<file path="src/design/nmlp_pkg.sv">
// Shared constants, codes and types of the nested map/list stream parser.
package nmlp_pkg;

	localparam int STACK_DEPTH = 32;
	localparam int DEPTH_W     = $clog2(STACK_DEPTH);
	localparam int SUM_W       = $clog2(STACK_DEPTH + 3);

	localparam int FIFO_DEPTH = 4;
	localparam int FIFO_PTR_W = $clog2(FIFO_DEPTH);
	localparam int FIFO_CNT_W = $clog2(FIFO_DEPTH + 1);

	localparam logic [7:0] CH_LBRACK = 8'h5B;
	localparam logic [7:0] CH_RBRACK = 8'h5D;
	localparam logic [7:0] CH_LPAREN = 8'h28;
	localparam logic [7:0] CH_RPAREN = 8'h29;
	localparam logic [7:0] CH_DOLLAR = 8'h24;
	localparam logic [7:0] CH_AT     = 8'h40;
	localparam logic [7:0] CH_HASH   = 8'h23;
	localparam logic [7:0] CH_EQ     = 8'h3D;
	localparam logic [7:0] CH_MINUS  = 8'h2D;
	localparam logic [7:0] CH_PLUS   = 8'h2B;
	localparam logic [7:0] CH_ZERO   = 8'h30;
	localparam logic [7:0] CH_NINE   = 8'h39;
	localparam logic [7:0] CH_DOT    = 8'h2E;
	localparam logic [7:0] CH_LOW_E  = 8'h65;
	localparam logic [7:0] CH_UP_E   = 8'h45;

	localparam logic [4:0] EV_MESSAGE    = 5'd0;
	localparam logic [4:0] EV_MAP_END    = 5'd1;
	localparam logic [4:0] EV_LIST_END   = 5'd2;
	localparam logic [4:0] EV_LIST_MAP   = 5'd3;
	localparam logic [4:0] EV_LIST_LIST  = 5'd4;
	localparam logic [4:0] EV_NAME_BYTE  = 5'd5;
	localparam logic [4:0] EV_DATA_BYTE  = 5'd6;
	localparam logic [4:0] EV_MAP_MAP    = 5'd7;
	localparam logic [4:0] EV_MAP_LIST   = 5'd8;
	localparam logic [4:0] EV_MAP_INT    = 5'd9;
	localparam logic [4:0] EV_MAP_FLOAT  = 5'd10;
	localparam logic [4:0] EV_MAP_STRING = 5'd11;
	localparam logic [4:0] EV_LIST_INT   = 5'd12;
	localparam logic [4:0] EV_LIST_FLOAT = 5'd13;
	localparam logic [4:0] EV_LIST_STR   = 5'd14;
	localparam logic [4:0] EV_UNEXPECTED = 5'd15;
	localparam logic [4:0] EV_OVERFLOW   = 5'd16;

	typedef struct packed {
		logic [4:0]         ev_code;
		logic [7:0]         char_byte;
		logic signed [63:0] int_value;
		logic               last;
	} res_t;

	// container stack request and status
	typedef struct packed {
		logic push;
		logic pop;
		logic push_list;
	} cs_op_t;

	typedef struct packed {
		logic [DEPTH_W-1:0] depth;
		logic               top_list;
	} cs_stat_t;

endpackage

</file>
<file path="src/design/nmlp_cstack.sv">
// Container stack: map/list type per nesting level, top cached in flops.
module nmlp_cstack (
	input  logic              clk,
	input  logic              arst_n,
	input  nmlp_pkg::cs_op_t   op,
	output nmlp_pkg::cs_stat_t stat
);
	import nmlp_pkg::*;

	logic               list_mem [STACK_DEPTH];
	logic [DEPTH_W-1:0] depth_q;
	logic [DEPTH_W-1:0] depth_nx;
	logic [DEPTH_W-1:0] rd_addr;
	logic               top_list_q;
	logic               below_rd;

	always_comb begin
		depth_nx = depth_q;
		if (op.push) begin
			depth_nx = depth_q + DEPTH_W'(1);
		end else if (op.pop) begin
			depth_nx = depth_q - DEPTH_W'(1);
		end
		// prefetch the entry under the next top
		rd_addr = (depth_nx == '0) ? '0 : depth_nx - DEPTH_W'(1);
	end

	always_ff @(posedge clk) begin
		if (op.push) begin
			list_mem[depth_nx] <= op.push_list;
		end
		below_rd <= list_mem[rd_addr];
	end

	always_ff @(posedge clk or negedge arst_n) begin
		if (!arst_n) begin
			depth_q    <= '0;
			top_list_q <= 1'b0;
		end else begin
			depth_q <= depth_nx;
			if (op.push) begin
				top_list_q <= op.push_list;
			end else if (op.pop) begin
				top_list_q <= below_rd;
			end
		end
	end

	assign stat.depth    = depth_q;
	assign stat.top_list = top_list_q;

endmodule

</file>
<file path="src/design/nmlp_core.sv">
// Parse step: pending item state, integer accumulator and event generation.
module nmlp_core (
	input  logic               clk,
	input  logic               arst_n,
	input  logic               go,
	input  logic [7:0]         in_byte,
	input  nmlp_pkg::cs_stat_t cs_stat,
	output nmlp_pkg::cs_op_t   cs_op,
	output logic [1:0]         res_cnt,
	output nmlp_pkg::res_t     res0,
	output nmlp_pkg::res_t     res1
);
	import nmlp_pkg::*;

	// pending item above the top container
	localparam logic [2:0] SFX_NONE    = 3'd0;
	localparam logic [2:0] SFX_MAPBEG  = 3'd1;
	localparam logic [2:0] SFX_LISTBEG = 3'd2;
	localparam logic [2:0] SFX_INT     = 3'd3;
	localparam logic [2:0] SFX_FLOAT   = 3'd4;
	localparam logic [2:0] SFX_STRING  = 3'd5;

	logic [2:0]  sfx_q, sfx_nx;
	logic        name_q, name_nx;
	logic [63:0] int_acc_q, acc_nx;
	logic        int_neg_q, neg_nx;
	logic        int_start_q, start_nx;
	logic        clr_int, upd_int;

	logic        delim, digit, sign, float_ch;
	logic        ok1, ok2, ok3;
	logic        rehandle, use_cont;
	logic        p1_v, p2_v;
	logic [4:0]  p1_ev, p2_ev;
	logic [7:0]  p1_ch;
	logic [63:0] p1_iv;
	logic [63:0] int_val;
	logic        push_c, pop_c, push_list_c;
	logic [67:0] acc_ext, acc_prod, acc_lim;
	res_t        r1, r2;

	assign delim = (in_byte == CH_LBRACK) || (in_byte == CH_RBRACK) ||
		(in_byte == CH_LPAREN) || (in_byte == CH_RPAREN) ||
		(in_byte == CH_DOLLAR) || (in_byte == CH_AT) || (in_byte == CH_HASH);
	assign digit    = (in_byte >= CH_ZERO) && (in_byte <= CH_NINE);
	assign sign     = (in_byte == CH_MINUS) || (in_byte == CH_PLUS);
	assign float_ch = digit || sign || (in_byte == CH_DOT) ||
		(in_byte == CH_LOW_E) || (in_byte == CH_UP_E);

	assign ok1 = (SUM_W'(cs_stat.depth) + SUM_W'(1)) < SUM_W'(STACK_DEPTH);
	assign ok2 = (SUM_W'(cs_stat.depth) + SUM_W'(2)) < SUM_W'(STACK_DEPTH);
	assign ok3 = (SUM_W'(cs_stat.depth) + SUM_W'(3)) < SUM_W'(STACK_DEPTH);

	assign int_val = int_neg_q ? (64'd0 - int_acc_q) : int_acc_q;

	// saturating decimal accumulate: acc*10 + digit, clamp to the signed limit
	always_comb begin
		acc_ext  = {4'b0, int_acc_q};
		acc_prod = (acc_ext << 3) + (acc_ext << 1) + {60'b0, in_byte - CH_ZERO};
		acc_lim  = int_neg_q ? {4'b0, 1'b1, 63'b0} : {5'b0, {63{1'b1}}};
		acc_nx   = int_acc_q;
		neg_nx   = int_neg_q;
		start_nx = int_start_q;
		if (sign) begin
			if (!int_start_q) begin
				neg_nx   = (in_byte == CH_MINUS);
				start_nx = 1'b1;
			end
		end else begin
			start_nx = 1'b1;
			acc_nx   = (acc_prod > acc_lim) ? acc_lim[63:0] : acc_prod[63:0];
		end
	end

	always_comb begin
		p1_v        = 1'b0;
		p1_ev       = EV_MESSAGE;
		p1_ch       = 8'd0;
		p1_iv       = 64'd0;
		p2_v        = 1'b0;
		p2_ev       = EV_MESSAGE;
		rehandle    = 1'b0;
		sfx_nx      = sfx_q;
		name_nx     = name_q;
		clr_int     = 1'b0;
		upd_int     = 1'b0;
		push_c      = 1'b0;
		pop_c       = 1'b0;
		push_list_c = 1'b0;

		// first pass: pending item on top
		if (name_q) begin
			if (in_byte == CH_EQ) begin
				name_nx = 1'b0;
			end else if (delim) begin
				p1_v  = 1'b1;
				p1_ev = EV_UNEXPECTED;
			end else begin
				p1_v  = 1'b1;
				p1_ev = EV_NAME_BYTE;
				p1_ch = in_byte;
			end
		end else begin
			unique case (sfx_q)
				SFX_NONE: begin
				end
				SFX_MAPBEG: begin
					p1_v     = 1'b1;
					p1_ev    = EV_MAP_MAP;
					sfx_nx   = SFX_NONE;
					rehandle = 1'b1;
				end
				SFX_LISTBEG: begin
					p1_v     = 1'b1;
					p1_ev    = EV_MAP_LIST;
					sfx_nx   = SFX_NONE;
					rehandle = 1'b1;
				end
				SFX_INT: begin
					if (delim) begin
						sfx_nx   = SFX_NONE;
						clr_int  = 1'b1;
						rehandle = 1'b1;
						p1_v     = (cs_stat.depth != '0);
						p1_ev    = cs_stat.top_list ? EV_LIST_INT : EV_MAP_INT;
						p1_iv    = int_val;
					end else if (digit || sign) begin
						upd_int = 1'b1;
						p1_v    = 1'b1;
						p1_ev   = EV_DATA_BYTE;
						p1_ch   = in_byte;
					end else begin
						p1_v  = 1'b1;
						p1_ev = EV_UNEXPECTED;
					end
				end
				SFX_FLOAT: begin
					if (delim) begin
						sfx_nx   = SFX_NONE;
						rehandle = 1'b1;
						p1_v     = (cs_stat.depth != '0);
						p1_ev    = cs_stat.top_list ? EV_LIST_FLOAT : EV_MAP_FLOAT;
					end else if (float_ch) begin
						p1_v  = 1'b1;
						p1_ev = EV_DATA_BYTE;
						p1_ch = in_byte;
					end else begin
						p1_v  = 1'b1;
						p1_ev = EV_UNEXPECTED;
					end
				end
				SFX_STRING: begin
					if (delim) begin
						sfx_nx   = SFX_NONE;
						rehandle = 1'b1;
						p1_v     = (cs_stat.depth != '0);
						p1_ev    = cs_stat.top_list ? EV_LIST_STR : EV_MAP_STRING;
					end else if (in_byte == CH_EQ) begin
						p1_v  = 1'b1;
						p1_ev = EV_UNEXPECTED;
					end else begin
						p1_v  = 1'b1;
						p1_ev = EV_DATA_BYTE;
						p1_ch = in_byte;
					end
				end
				default: begin
					p1_v  = 1'b1;
					p1_ev = EV_UNEXPECTED;
				end
			endcase
		end

		// second pass: the top container handles the byte
		use_cont = ((sfx_q == SFX_NONE) && !name_q) || rehandle;
		if (use_cont) begin
			p2_v = 1'b1;
			if (cs_stat.depth == '0) begin
				if (in_byte == CH_LBRACK && ok1) begin
					push_c = 1'b1;
					p2_ev  = EV_MESSAGE;
				end else if (in_byte == CH_LBRACK) begin
					p2_ev = EV_OVERFLOW;
				end else begin
					p2_ev = EV_UNEXPECTED;
				end
			end else if (!cs_stat.top_list) begin
				case (in_byte)
					CH_RBRACK: begin
						p2_ev = EV_MAP_END;
						pop_c = 1'b1;
					end
					CH_LBRACK, CH_LPAREN: begin
						if (ok3) begin
							p2_v        = 1'b0;
							push_c      = 1'b1;
							push_list_c = (in_byte == CH_LPAREN);
							sfx_nx      = (in_byte == CH_LPAREN) ? SFX_LISTBEG : SFX_MAPBEG;
							name_nx     = 1'b1;
						end else begin
							p2_ev = EV_OVERFLOW;
						end
					end
					CH_DOLLAR, CH_AT, CH_HASH: begin
						clr_int = clr_int || (in_byte == CH_AT);
						if (ok2) begin
							p2_v    = 1'b0;
							sfx_nx  = (in_byte == CH_DOLLAR) ? SFX_STRING :
								(in_byte == CH_AT) ? SFX_INT : SFX_FLOAT;
							name_nx = 1'b1;
						end else begin
							p2_ev = EV_OVERFLOW;
						end
					end
					default: p2_ev = EV_UNEXPECTED;
				endcase
			end else begin
				case (in_byte)
					CH_RPAREN: begin
						p2_ev = EV_LIST_END;
						pop_c = 1'b1;
					end
					CH_LBRACK, CH_LPAREN: begin
						if (ok1) begin
							push_c      = 1'b1;
							push_list_c = (in_byte == CH_LPAREN);
							p2_ev       = (in_byte == CH_LPAREN) ? EV_LIST_LIST : EV_LIST_MAP;
						end else begin
							p2_ev = EV_OVERFLOW;
						end
					end
					CH_DOLLAR, CH_AT, CH_HASH: begin
						clr_int = clr_int || (in_byte == CH_AT);
						if (ok1) begin
							p2_v   = 1'b0;
							sfx_nx = (in_byte == CH_DOLLAR) ? SFX_STRING :
								(in_byte == CH_AT) ? SFX_INT : SFX_FLOAT;
						end else begin
							p2_ev = EV_OVERFLOW;
						end
					end
					default: p2_ev = EV_UNEXPECTED;
				endcase
			end
		end
	end

	assign cs_op.push      = go && push_c;
	assign cs_op.pop       = go && pop_c;
	assign cs_op.push_list = push_list_c;

	always_comb begin
		r1.ev_code   = p1_ev;
		r1.char_byte = p1_ch;
		r1.int_value = $signed(p1_iv);
		r1.last      = !p2_v;
		r2.ev_code   = p2_ev;
		r2.char_byte = 8'd0;
		r2.int_value = 64'sd0;
		r2.last      = 1'b1;
		res_cnt      = {1'b0, p1_v} + {1'b0, p2_v};
		res0         = p1_v ? r1 : r2;
		res1         = r2;
	end

	always_ff @(posedge clk or negedge arst_n) begin
		if (!arst_n) begin
			sfx_q       <= SFX_NONE;
			name_q      <= 1'b0;
			int_acc_q   <= 64'd0;
			int_neg_q   <= 1'b0;
			int_start_q <= 1'b0;
		end else if (go) begin
			sfx_q  <= sfx_nx;
			name_q <= name_nx;
			if (clr_int) begin
				int_acc_q   <= 64'd0;
				int_neg_q   <= 1'b0;
				int_start_q <= 1'b0;
			end else if (upd_int) begin
				int_acc_q   <= acc_nx;
				int_neg_q   <= neg_nx;
				int_start_q <= start_nx;
			end
		end
	end

endmodule

</file>
<file path="src/design/nmlp_res_fifo.sv">
// Result queue: takes up to two results per step, hands out one per cycle while rd_ready is high.
module nmlp_res_fifo (
	input  logic           clk,
	input  logic           arst_n,
	input  logic [1:0]     wr_cnt,
	input  nmlp_pkg::res_t wr0,
	input  nmlp_pkg::res_t wr1,
	output logic           room,
	output logic           rd_valid,
	input  logic           rd_ready,
	output nmlp_pkg::res_t rd_data
);
	import nmlp_pkg::*;

	res_t                  buf_mem [FIFO_DEPTH];
	logic [FIFO_PTR_W-1:0] wp_q, rp_q;
	logic [FIFO_CNT_W-1:0] cnt_q;
	logic                  pop;

	assign rd_valid = (cnt_q != '0);
	assign rd_data  = buf_mem[rp_q];
	assign pop      = rd_valid && rd_ready;
	// room for a full two-result step
	assign room     = (cnt_q <= FIFO_CNT_W'(FIFO_DEPTH - 2));

	always_ff @(posedge clk) begin
		if (wr_cnt != 2'd0) begin
			buf_mem[wp_q] <= wr0;
		end
		if (wr_cnt == 2'd2) begin
			buf_mem[wp_q + FIFO_PTR_W'(1)] <= wr1;
		end
	end

	always_ff @(posedge clk or negedge arst_n) begin
		if (!arst_n) begin
			wp_q  <= '0;
			rp_q  <= '0;
			cnt_q <= '0;
		end else begin
			wp_q  <= wp_q + FIFO_PTR_W'(wr_cnt);
			rp_q  <= rp_q + FIFO_PTR_W'(pop);
			cnt_q <= cnt_q + FIFO_CNT_W'(wr_cnt) - FIFO_CNT_W'(pop);
		end
	end

endmodule

</file>
<file path="src/design/nested_map_list_stream_parser_top.sv">
// Top level of the nested map/list stream parser.
//
//  channel | valid      | ready      | payload
//  --------+------------+------------+------------------------------------------
//  input   | byte_valid | byte_ready | in_byte
//  result  | res_valid  | res_ready  | event_res, char_byte, int_value, last
//
// A byte is registered, then parsed into zero, one or two result
// items that enter a four-item result queue. With the result side always
// ready, the result queue's one read per cycle sets the byte rate when bytes
// give two results. A result passes the byte register, then the queue.
// Reset leaves the parser at stream level with an empty queue, ready at once.
// A stalled result side holds the queue; bytes keep entering until it has no
// room for a two-result step.
module nested_map_list_stream_parser_top (
	input  logic               clk,
	input  logic               arst_n,
	input  logic               byte_valid,
	output logic               byte_ready,
	input  logic [7:0]         in_byte,
	output logic               res_valid,
	input  logic               res_ready,
	output logic [4:0]         event_res,
	output logic [7:0]         char_byte,
	output logic signed [63:0] int_value,
	output logic               last
);
	import nmlp_pkg::*;

	logic       byte_v_s1;
	logic [7:0] in_byte_s1;
	logic       room, adv;
	cs_op_t     cs_op;
	cs_stat_t   cs_stat;
	logic [1:0] res_cnt;
	res_t       res0, res1, rd_data;

	assign adv        = byte_v_s1 && room;
	assign byte_ready = !byte_v_s1 || adv;

	always_ff @(posedge clk) begin
		if (byte_valid && byte_ready) begin
			in_byte_s1 <= in_byte;
		end
	end

	always_ff @(posedge clk or negedge arst_n) begin
		if (!arst_n) begin
			byte_v_s1 <= 1'b0;
		end else if (byte_valid && byte_ready) begin
			byte_v_s1 <= 1'b1;
		end else if (adv) begin
			byte_v_s1 <= 1'b0;
		end
	end

	nmlp_cstack u_cstack (
		.clk    (clk),
		.arst_n (arst_n),
		.op     (cs_op),
		.stat   (cs_stat)
	);

	nmlp_core u_core (
		.clk     (clk),
		.arst_n  (arst_n),
		.go      (adv),
		.in_byte (in_byte_s1),
		.cs_stat (cs_stat),
		.cs_op   (cs_op),
		.res_cnt (res_cnt),
		.res0    (res0),
		.res1    (res1)
	);

	nmlp_res_fifo u_res_fifo (
		.clk      (clk),
		.arst_n   (arst_n),
		.wr_cnt   (adv ? res_cnt : 2'd0),
		.wr0      (res0),
		.wr1      (res1),
		.room     (room),
		.rd_valid (res_valid),
		.rd_ready (res_ready),
		.rd_data  (rd_data)
	);

	assign event_res = rd_data.ev_code;
	assign char_byte = rd_data.char_byte;
	assign int_value = rd_data.int_value;
	assign last      = rd_data.last;

endmodule

</file>
<file path="config.mk">
export PLATFORM = sky130hd
export DESIGN_NAME = nested_map_list_stream_parser_top
export DESIGN_NICKNAME = d
export VERILOG_FILES = /design/src/design/nmlp_pkg.sv /design/src/design/nmlp_cstack.sv /design/src/design/nmlp_core.sv /design/src/design/nmlp_res_fifo.sv /design/src/design/nested_map_list_stream_parser_top.sv
export SDC_FILE = /design/constraint.sdc
export NUM_CORES = 1
export LEC_CHECK = 0
export BUFFER_PORTS_ARGS = -buffer_cell sky130_fd_sc_hd__clkbuf_2
export CAP_MARGIN = 20
export CORE_UTILIZATION = 47
export DETAILED_ROUTE_END_ITERATION = 7
export HOLD_SLACK_MARGIN = 0.03
export PLACE_DENSITY = 0.66
export SLEW_MARGIN = 20
export SYNTH_ARGS = -nofsm -noshare
export SYNTH_HDL_FRONTEND = slang
export SYNTH_SLANG_ARGS = --single-unit
</file>
<file path="constraint.sdc">
create_clock -name clk -period 5.9 [get_ports clk]
set_clock_uncertainty 0.15 [all_clocks]
set_input_delay 0.59 -clock clk [delete_from_list [all_inputs] [get_ports clk]]
set_output_delay 0.59 -clock clk [all_outputs]
set_load 0.01 [all_outputs]
</file>
* After elaboration in Yosys (flattened, before gate mapping)
Memory sizes are Yosys's and may differ from the RTL's. A register that Yosys moved wholly into a read port is not among the register bits. Index checks and enable logic that the tools add are counted.
Operators by class: $mul 0, shift operators 0, equal/unequal tests 21, $lt $le $gt $ge 7, divide/modulo/power cells 0, reductions and logical operators 42, multiplexer cells 130, add/sub/neg operators 16, bitwise operators 0
Operator list (number):
- 64-bit 2-to-1 mux | 9
- 5-bit 2-to-1 mux | 17
- 78-bit 2-to-1 mux | 1
- 8-bit 2-to-1 mux | 9
- 67-bit by 65-bit adder with 68-bit output | 1
- 68-bit by 8-bit adder with 68-bit output | 1
- 68-bit > comparator | 1
- 8-bit by 6-bit == test with 1-bit output, second input constant | 8
- 1-bit by 64-bit subtractor with 64-bit output, first input constant | 1
- 1-bit 2-to-1 mux | 63
- 3-bit 2-to-1 mux | 15
- 8-bit by 7-bit == test with 1-bit output, second input constant | 5
- 5-bit case mux with 3 select lines | 2
- 5-bit case mux with 6 select lines | 1
- 8-bit case mux with 3 select lines | 1
- 6-bit less-than comparator, second input constant | 3
- 4-bit 2-to-1 mux | 4
- 1-bit logical OR | 14
- 5-bit by 2-bit adder with 6-bit output, second input constant | 2
- 3-bit case mux with 2 select lines | 2
- 5-bit logical NOT | 2
- 2-bit nonzero test | 5
- 5-bit by 1-bit subtractor with 5-bit output, second input constant | 2
- 8-bit by 6-bit greater-or-equal comparator with 1-bit output, second input constant | 1
- other kinds (29) | 46
Storage, ports and cells: input port bits 12, register bits 92, bits in latches 0, ROM bits 0, RAM bits 344, memories kept 2, output and inout bits 80
Memory list:
- u_res_fifo.buf_mem | depth 4, bits a word 78, read ports 1, clocked after Yosys merged registers in 0, wr ports 2, line nmlp_res_fifo.sv:15 | res_t buf_mem [FIFO_DEPTH];
- u_cstack.list_mem | depth 32, bits a word 1, read ports 1, clocked after Yosys merged registers in 1, wr ports 1, line nmlp_cstack.sv:10 | logic list_mem [STACK_DEPTH];

* Logic depth before layout (Yosys ltp)
word-level depth 17, depth in mapped cells 27, mapped depth without buffers 26

* Cells and area by module
From an unflattened synthesis, not the netlist that was laid out.
Second synthesis, totals: cells, all modules 2600, area total of the unflattened synthesis 30528.0 sq um
By module, submodules not included:
- nmlp_res_fifo | cells an instance 796, sequential area each 9544.2 sq um, area an instance 15513.6 sq um, instances 1
- nmlp_core | cells an instance 1585, sequential area each 1751.7 sq um, area an instance 12557.0 sq um, instances 1
- nmlp_cstack | cells an instance 204, sequential area each 1131.1 sq um, area an instance 2144.6 sq um, instances 1
- nested_map_list_stream_parser_top | cells an instance 15, sequential area each 265.3 sq um, area an instance 312.8 sq um, instances 1

* Least setup slack after synthesis
OpenSTA, ideal clock, no wires.
path kind reg-to-reg, start register in_byte_s1[4], end register u_core.int_acc_q[50], path buffers 1, clock period less this slack 6.132 ns, data arrival time 5.916 ns, stages on the path, launching flop included 27, library setup time 0.066 ns, slack -0.232 ns, cell sequence edfxtp_1 > inv_1 > ha_1 > inv_1 > fa_1 > inv_1 > ha_1 > o21ai_0 > o21ai_0 > a211o_1 > nand3b_1 > a211oi_1 > o211ai_1 > a21oi_1 > a311o_1 > xor2_1 > ha_1 > nand4_1 > nor4_1 > nand4_1 > o21ai_0 > a21oi_1 > a2111oi_2 > o211ai_1 > nor3_2 > clkbuf_1 > a221o_1
Between the ends: longest elaborated chain between the ends 16, elaborated cells on any way between the ends 45, classes of those cells add/sub: 2; order compare: 3; eq/ne: 10; mux: 16; reduce/logical: 14
Ends and longest elaborated chain:
- start: declaration | line nested_map_list_stream_parser_top.sv:31 | logic [7:0] in_byte_s1;
- start signal: assignment | line nested_map_list_stream_parser_top.sv:43 | in_byte_s1 <= in_byte;
- parallel branches: the longest is 16 deep, another holds 68-bit by 8-bit adder with 68-bit output
- end signal: assignment | line nmlp_core.sv:281 | int_acc_q <= acc_nx;
- end: declaration | line nmlp_core.sv:25 | logic [63:0] int_acc_q, acc_nx;
Parallel ways; which one is timed is not known. The select of a mux whose other input is x is not followed. A chain may end at the register's enable or synchronous reset.

* Final worst setup path
start register in_byte_s1[4], end register u_core.int_acc_q[4]
The elaborated chain is that of the path after synthesis.

==> results_dict.tcl <==
set metrics [dict create \
    status "finished, violations left" \
    violations "negative setup slack" \
    initial_core_util_pct 48.0 \
    clock-sinks 437 \
    p_leak_uw 0.0141 \
    cp-end-kind "register" \
    finalPower_uw 9320 \
    floorplan.die_area_um2 56400 \
    power_density_nw_per_um2 296 \
    wl_um 81000 \
    synthXorXnorAreaFrac_pct 4.38 \
    syn_nets 2863 \
    ant_nets 0 \
    place_hpwl_um 56700 \
    yosysSeqAreaShare_pct 37.5 \
    core_um2 54200 \
    die_w_um 237 \
    netlist_instances 2639 \
    cts_tree "built" \
    antenna_found_initial 0 \
    crit_slowest_cell "fa_1" \
    vias 23100 \
    htreeDepth 2 \
    grt-busiest-layer "met2" \
    synthMuxAreaShare_pct 7.19 \
    synth_compound_area_share_pct 23.1 \
    ys_warn_count 0 \
    fin_nets 3175 \
    startpoint_type "register" \
    fin_ws_ns -0.585 \
    portBuffers 91 \
    async_reset_ff_share_pct 19.2 \
    hp-class "in2reg" \
    cp.arrival_ns 6.80 \
    finalSetupViolCount 64 \
    met3_usage_pct 4.91 \
    synth_edf_count 60 \
    area_delta_synth_final_pct 20.7 \
    pre_cts_ws_ns -0.789 \
    grt_max_degree 78 \
    hold_viol 0 \
    io_pins 92 \
    overflow 0 \
    clockRootBuffer "clkbuf_16" \
    synth.avg_cell_area_um2 9.87 \
    grt_pass1_wl_um 126000 \
    cp_max_fo 8 \
    drv_slew 0 \
    met2_usage_pct 44.3 \
    fin_crit_sh_pct 110 \
    n_antenna_cell 0 \
    ys_ff_latch 437 \
    first_pass_iters 5 \
    cp.required_ns 6.21 \
    drive_above_1_share_pct 24.2 \
    insertion_delay_ns 0.62 \
    ctsLongestPathBuffers 3 \
    cts_buffers 47 \
    slew_headroom_pct 32.7 \
    grt.met1_usage_pct 39.4 \
    yosys.area_share.simple_pct 13.6 \
    wl_per_cell_um 22.0 \
    grt_pass1_vias 22500 \
    ff2ff_setup_slack_ns -0.58 \
    synthFlopType "dfxtp_1" \
    drc 0 \
    rsz0062_at_grt "yes" \
    crit_path_max_incr_delay_ns 0.56 \
    path_clk_slew_ns 0.06 \
    track_usage_pct 28.2 \
    worst_pin_slew_ns 1.01 \
    ir_drop_uv 311 \
    fmax_mhz 154 \
    placementRows 85 \
    drtIter0Drc 2306 \
    synth_fa_ha_area_share_pct 10.4 \
    die_y_um 237 \
    gp_congestion 0.941 \
    synth.distinct_cells 101 \
    drv_cap 0 \
    synth_top_family_by_area "compound AO/OA/AOI/OAI gates" \
    syn-cell-area_um2 26100 \
    vias_per_cell 6.27 \
    path_class "reg2reg" \
    min_period_ns 6.48 \
]
-- cell usage in the layout (no fill, tap or decap), types with 12 or more instances in the layout --
cell	n
buf_4	312
dfxtp_1	293
nand2_1	243
a22o_1	201
ha_1	201
o21ai_0	170
nor2_1	153
a21oi_1	124
clkbuf_2	91
dfrtp_1	81
mux4_2	78
xor2_1	74
a221o_1	69
edfxtp_1	60
inv_1	54
clkbuf_16	48
xnor2_1	46
nand3_1	45
nor3_1	38
nand4_1	31
or3_1	30
nor2_2	29
a21o_1	26
nand2b_1	22
o211ai_1	18
o31ai_1	18
a32o_1	17
and3_1	15
o21a_1	14
or2_2	14
o21ai_1	14
clkinv_2	13
a211oi_1	12
o21bai_1	12
or4_1	12
-- through the flow --
stage | TNS, ns | area [um^2] | instances | utilization [%] | hold WS (ns)
floorplan | 0 | 26100 | 2639 | - | 0.144
global placement | -45.28 | 29000 | 3559 | 53.5 | 0.262
detailed placement | -49.06 | 29000 | 3559 | 53.5 | 0.263
CTS | -28.56 | 31200 | 3673 | 57.4 | 0.0306
global route | -48.91 | 31500 | 3686 | 58.0 | 0.0354
finish | -33.24 | 31500 | 3686 | 58.0 | 0.0511
-- layer usage --
metal / up-vias / wire length [um] / part of all wire (%)
met5: - / 0 / 0
met2: 817 / 36400 / 45
li1: 10700 / - / -
met3: 121 / 6130 / 7.6
met1: 11500 / 36400 / 45
met4: 0 / 2050 / 2.5
-- critical path, delay by kind of cell, from the launching register on --
family | cells | cell delay (ns)
flops | 1 | 0.50
compound gates | 10 | 2.02
fa+ha+maj | 4 | 1.31
simple gates | 8 | 1.21
buf+inv | 6 | 0.81
xor+xnor | 2 | 0.32
-- cells in the mapped netlist (all sizes together) (28+ instances only) --
| cell type | count | share of area, % |
|---|---|---|
| a21oi | 133 | 2.6 |
| a21o | 28 | 0.81 |
| nand4 | 31 | 0.74 |
| nor3 | 47 | 1.0 |
| nor2 | 190 | 3.0 |
| nand3 | 47 | 0.94 |
| buf | 50 | 1.3 |
| or3 | 32 | 0.77 |
| inv | 60 | 0.86 |
| mux4 | 78 | 6.7 |
| ha | 205 | 9.8 |
| xnor2 | 49 | 1.7 |
| dfxtp | 293 | 23 |
| a22o | 201 | 6.8 |
| xor2 | 77 | 2.6 |
| edfxtp | 60 | 6.9 |
| clkbuf | 113 | 1.6 |
| a221o | 69 | 2.7 |
| o21ai | 187 | 3.6 |
| nand2 | 244 | 3.5 |
| dfrtp | 84 | 8.1 |
-- cells by family (layout without fill, tap and decap cells) --
| family | after synthesis | in the layout |
|---|---|---|
| compound gates | 828 | 828 |
| simple gates | 721 | 721 |
| flops | 437 | 437 |
| buf+inv | 224 | 575 |
| fa+ha+maj | 213 | 213 |
| xor+xnor | 127 | 127 |
| mux | 89 | 89 |
-- area by class of cell --
class,instances,area (um^2)
fill,4635,22800
clock buffer,59,1310
inverter,61,229
multi-input combinational,1978,15700
tap,696,871
sequential,437,9780
clock inverter,29,322
timing repair buffer,426,3230
-- state kept, by name, indices dropped and copies added (netlist names) --
signal and count:
byte_v_s1 1, in_byte_s1 8, u_core.int_acc_q 64, u_core.int_neg_q 1, u_core.int_start_q 1, u_core.name_q 1
u_core.sfx_q 3, u_cstack.below_rd 1, u_cstack.depth_q 5, u_cstack.list_mem 32, u_cstack.top_list_q 1, u_res_fifo.buf_mem 312
u_res_fifo.cnt_q 3, u_res_fifo.rp_q 2, u_res_fifo.wp_q 2
-- what timing repair did --
action | CTS | global route
buffers inserted | 17 | 13
endpoints found under the setup margin | 64 | 65
pin swaps | 46 | 81
gates resized for setup | 47 | 31
gates cloned | 5 | 1
endpoints found under the hold margin | 10 | 1
hold buffers | 4 | 1
-- worst paths after layout --
| path | start | to | cells past startpoint |
|---|---|---|---|
| worst min-delay path | in_byte[7] | in_byte_s1[7]$_DFFE_PP_ | 1 |
| worst max register to register | in_byte_s1[4]$_DFFE_PP_ | u_core.int_acc_q[4]$_DFFE_PN0P_ | 30 |
| worst max-delay path | in_byte_s1[4]$_DFFE_PP_ | u_core.int_acc_q[4]$_DFFE_PN0P_ | 30 |
| max in group asynchronous | arst_n | u_core.int_neg_q$_DFFE_PN0P_ | 3 |
| min in group asynchronous | arst_n | u_res_fifo.rp_q[0]$_DFF_PN0_ | 2 |
| worst min register to register | u_res_fifo.buf_mem[2][64]$_SDFFE_PP0P_ | u_res_fifo.buf_mem[2][64]$_SDFFE_PP0P_ | 2 |
-- power by group --
group,switching (uW),leakage (uW),total [uW],internal [uW]
registers,242,0.00412,3500,3260
logic,1810,0.00914,2750,946
clock network,1330,0.000809,3070,1740
Note: power is estimated with default switching activity, not from simulation.
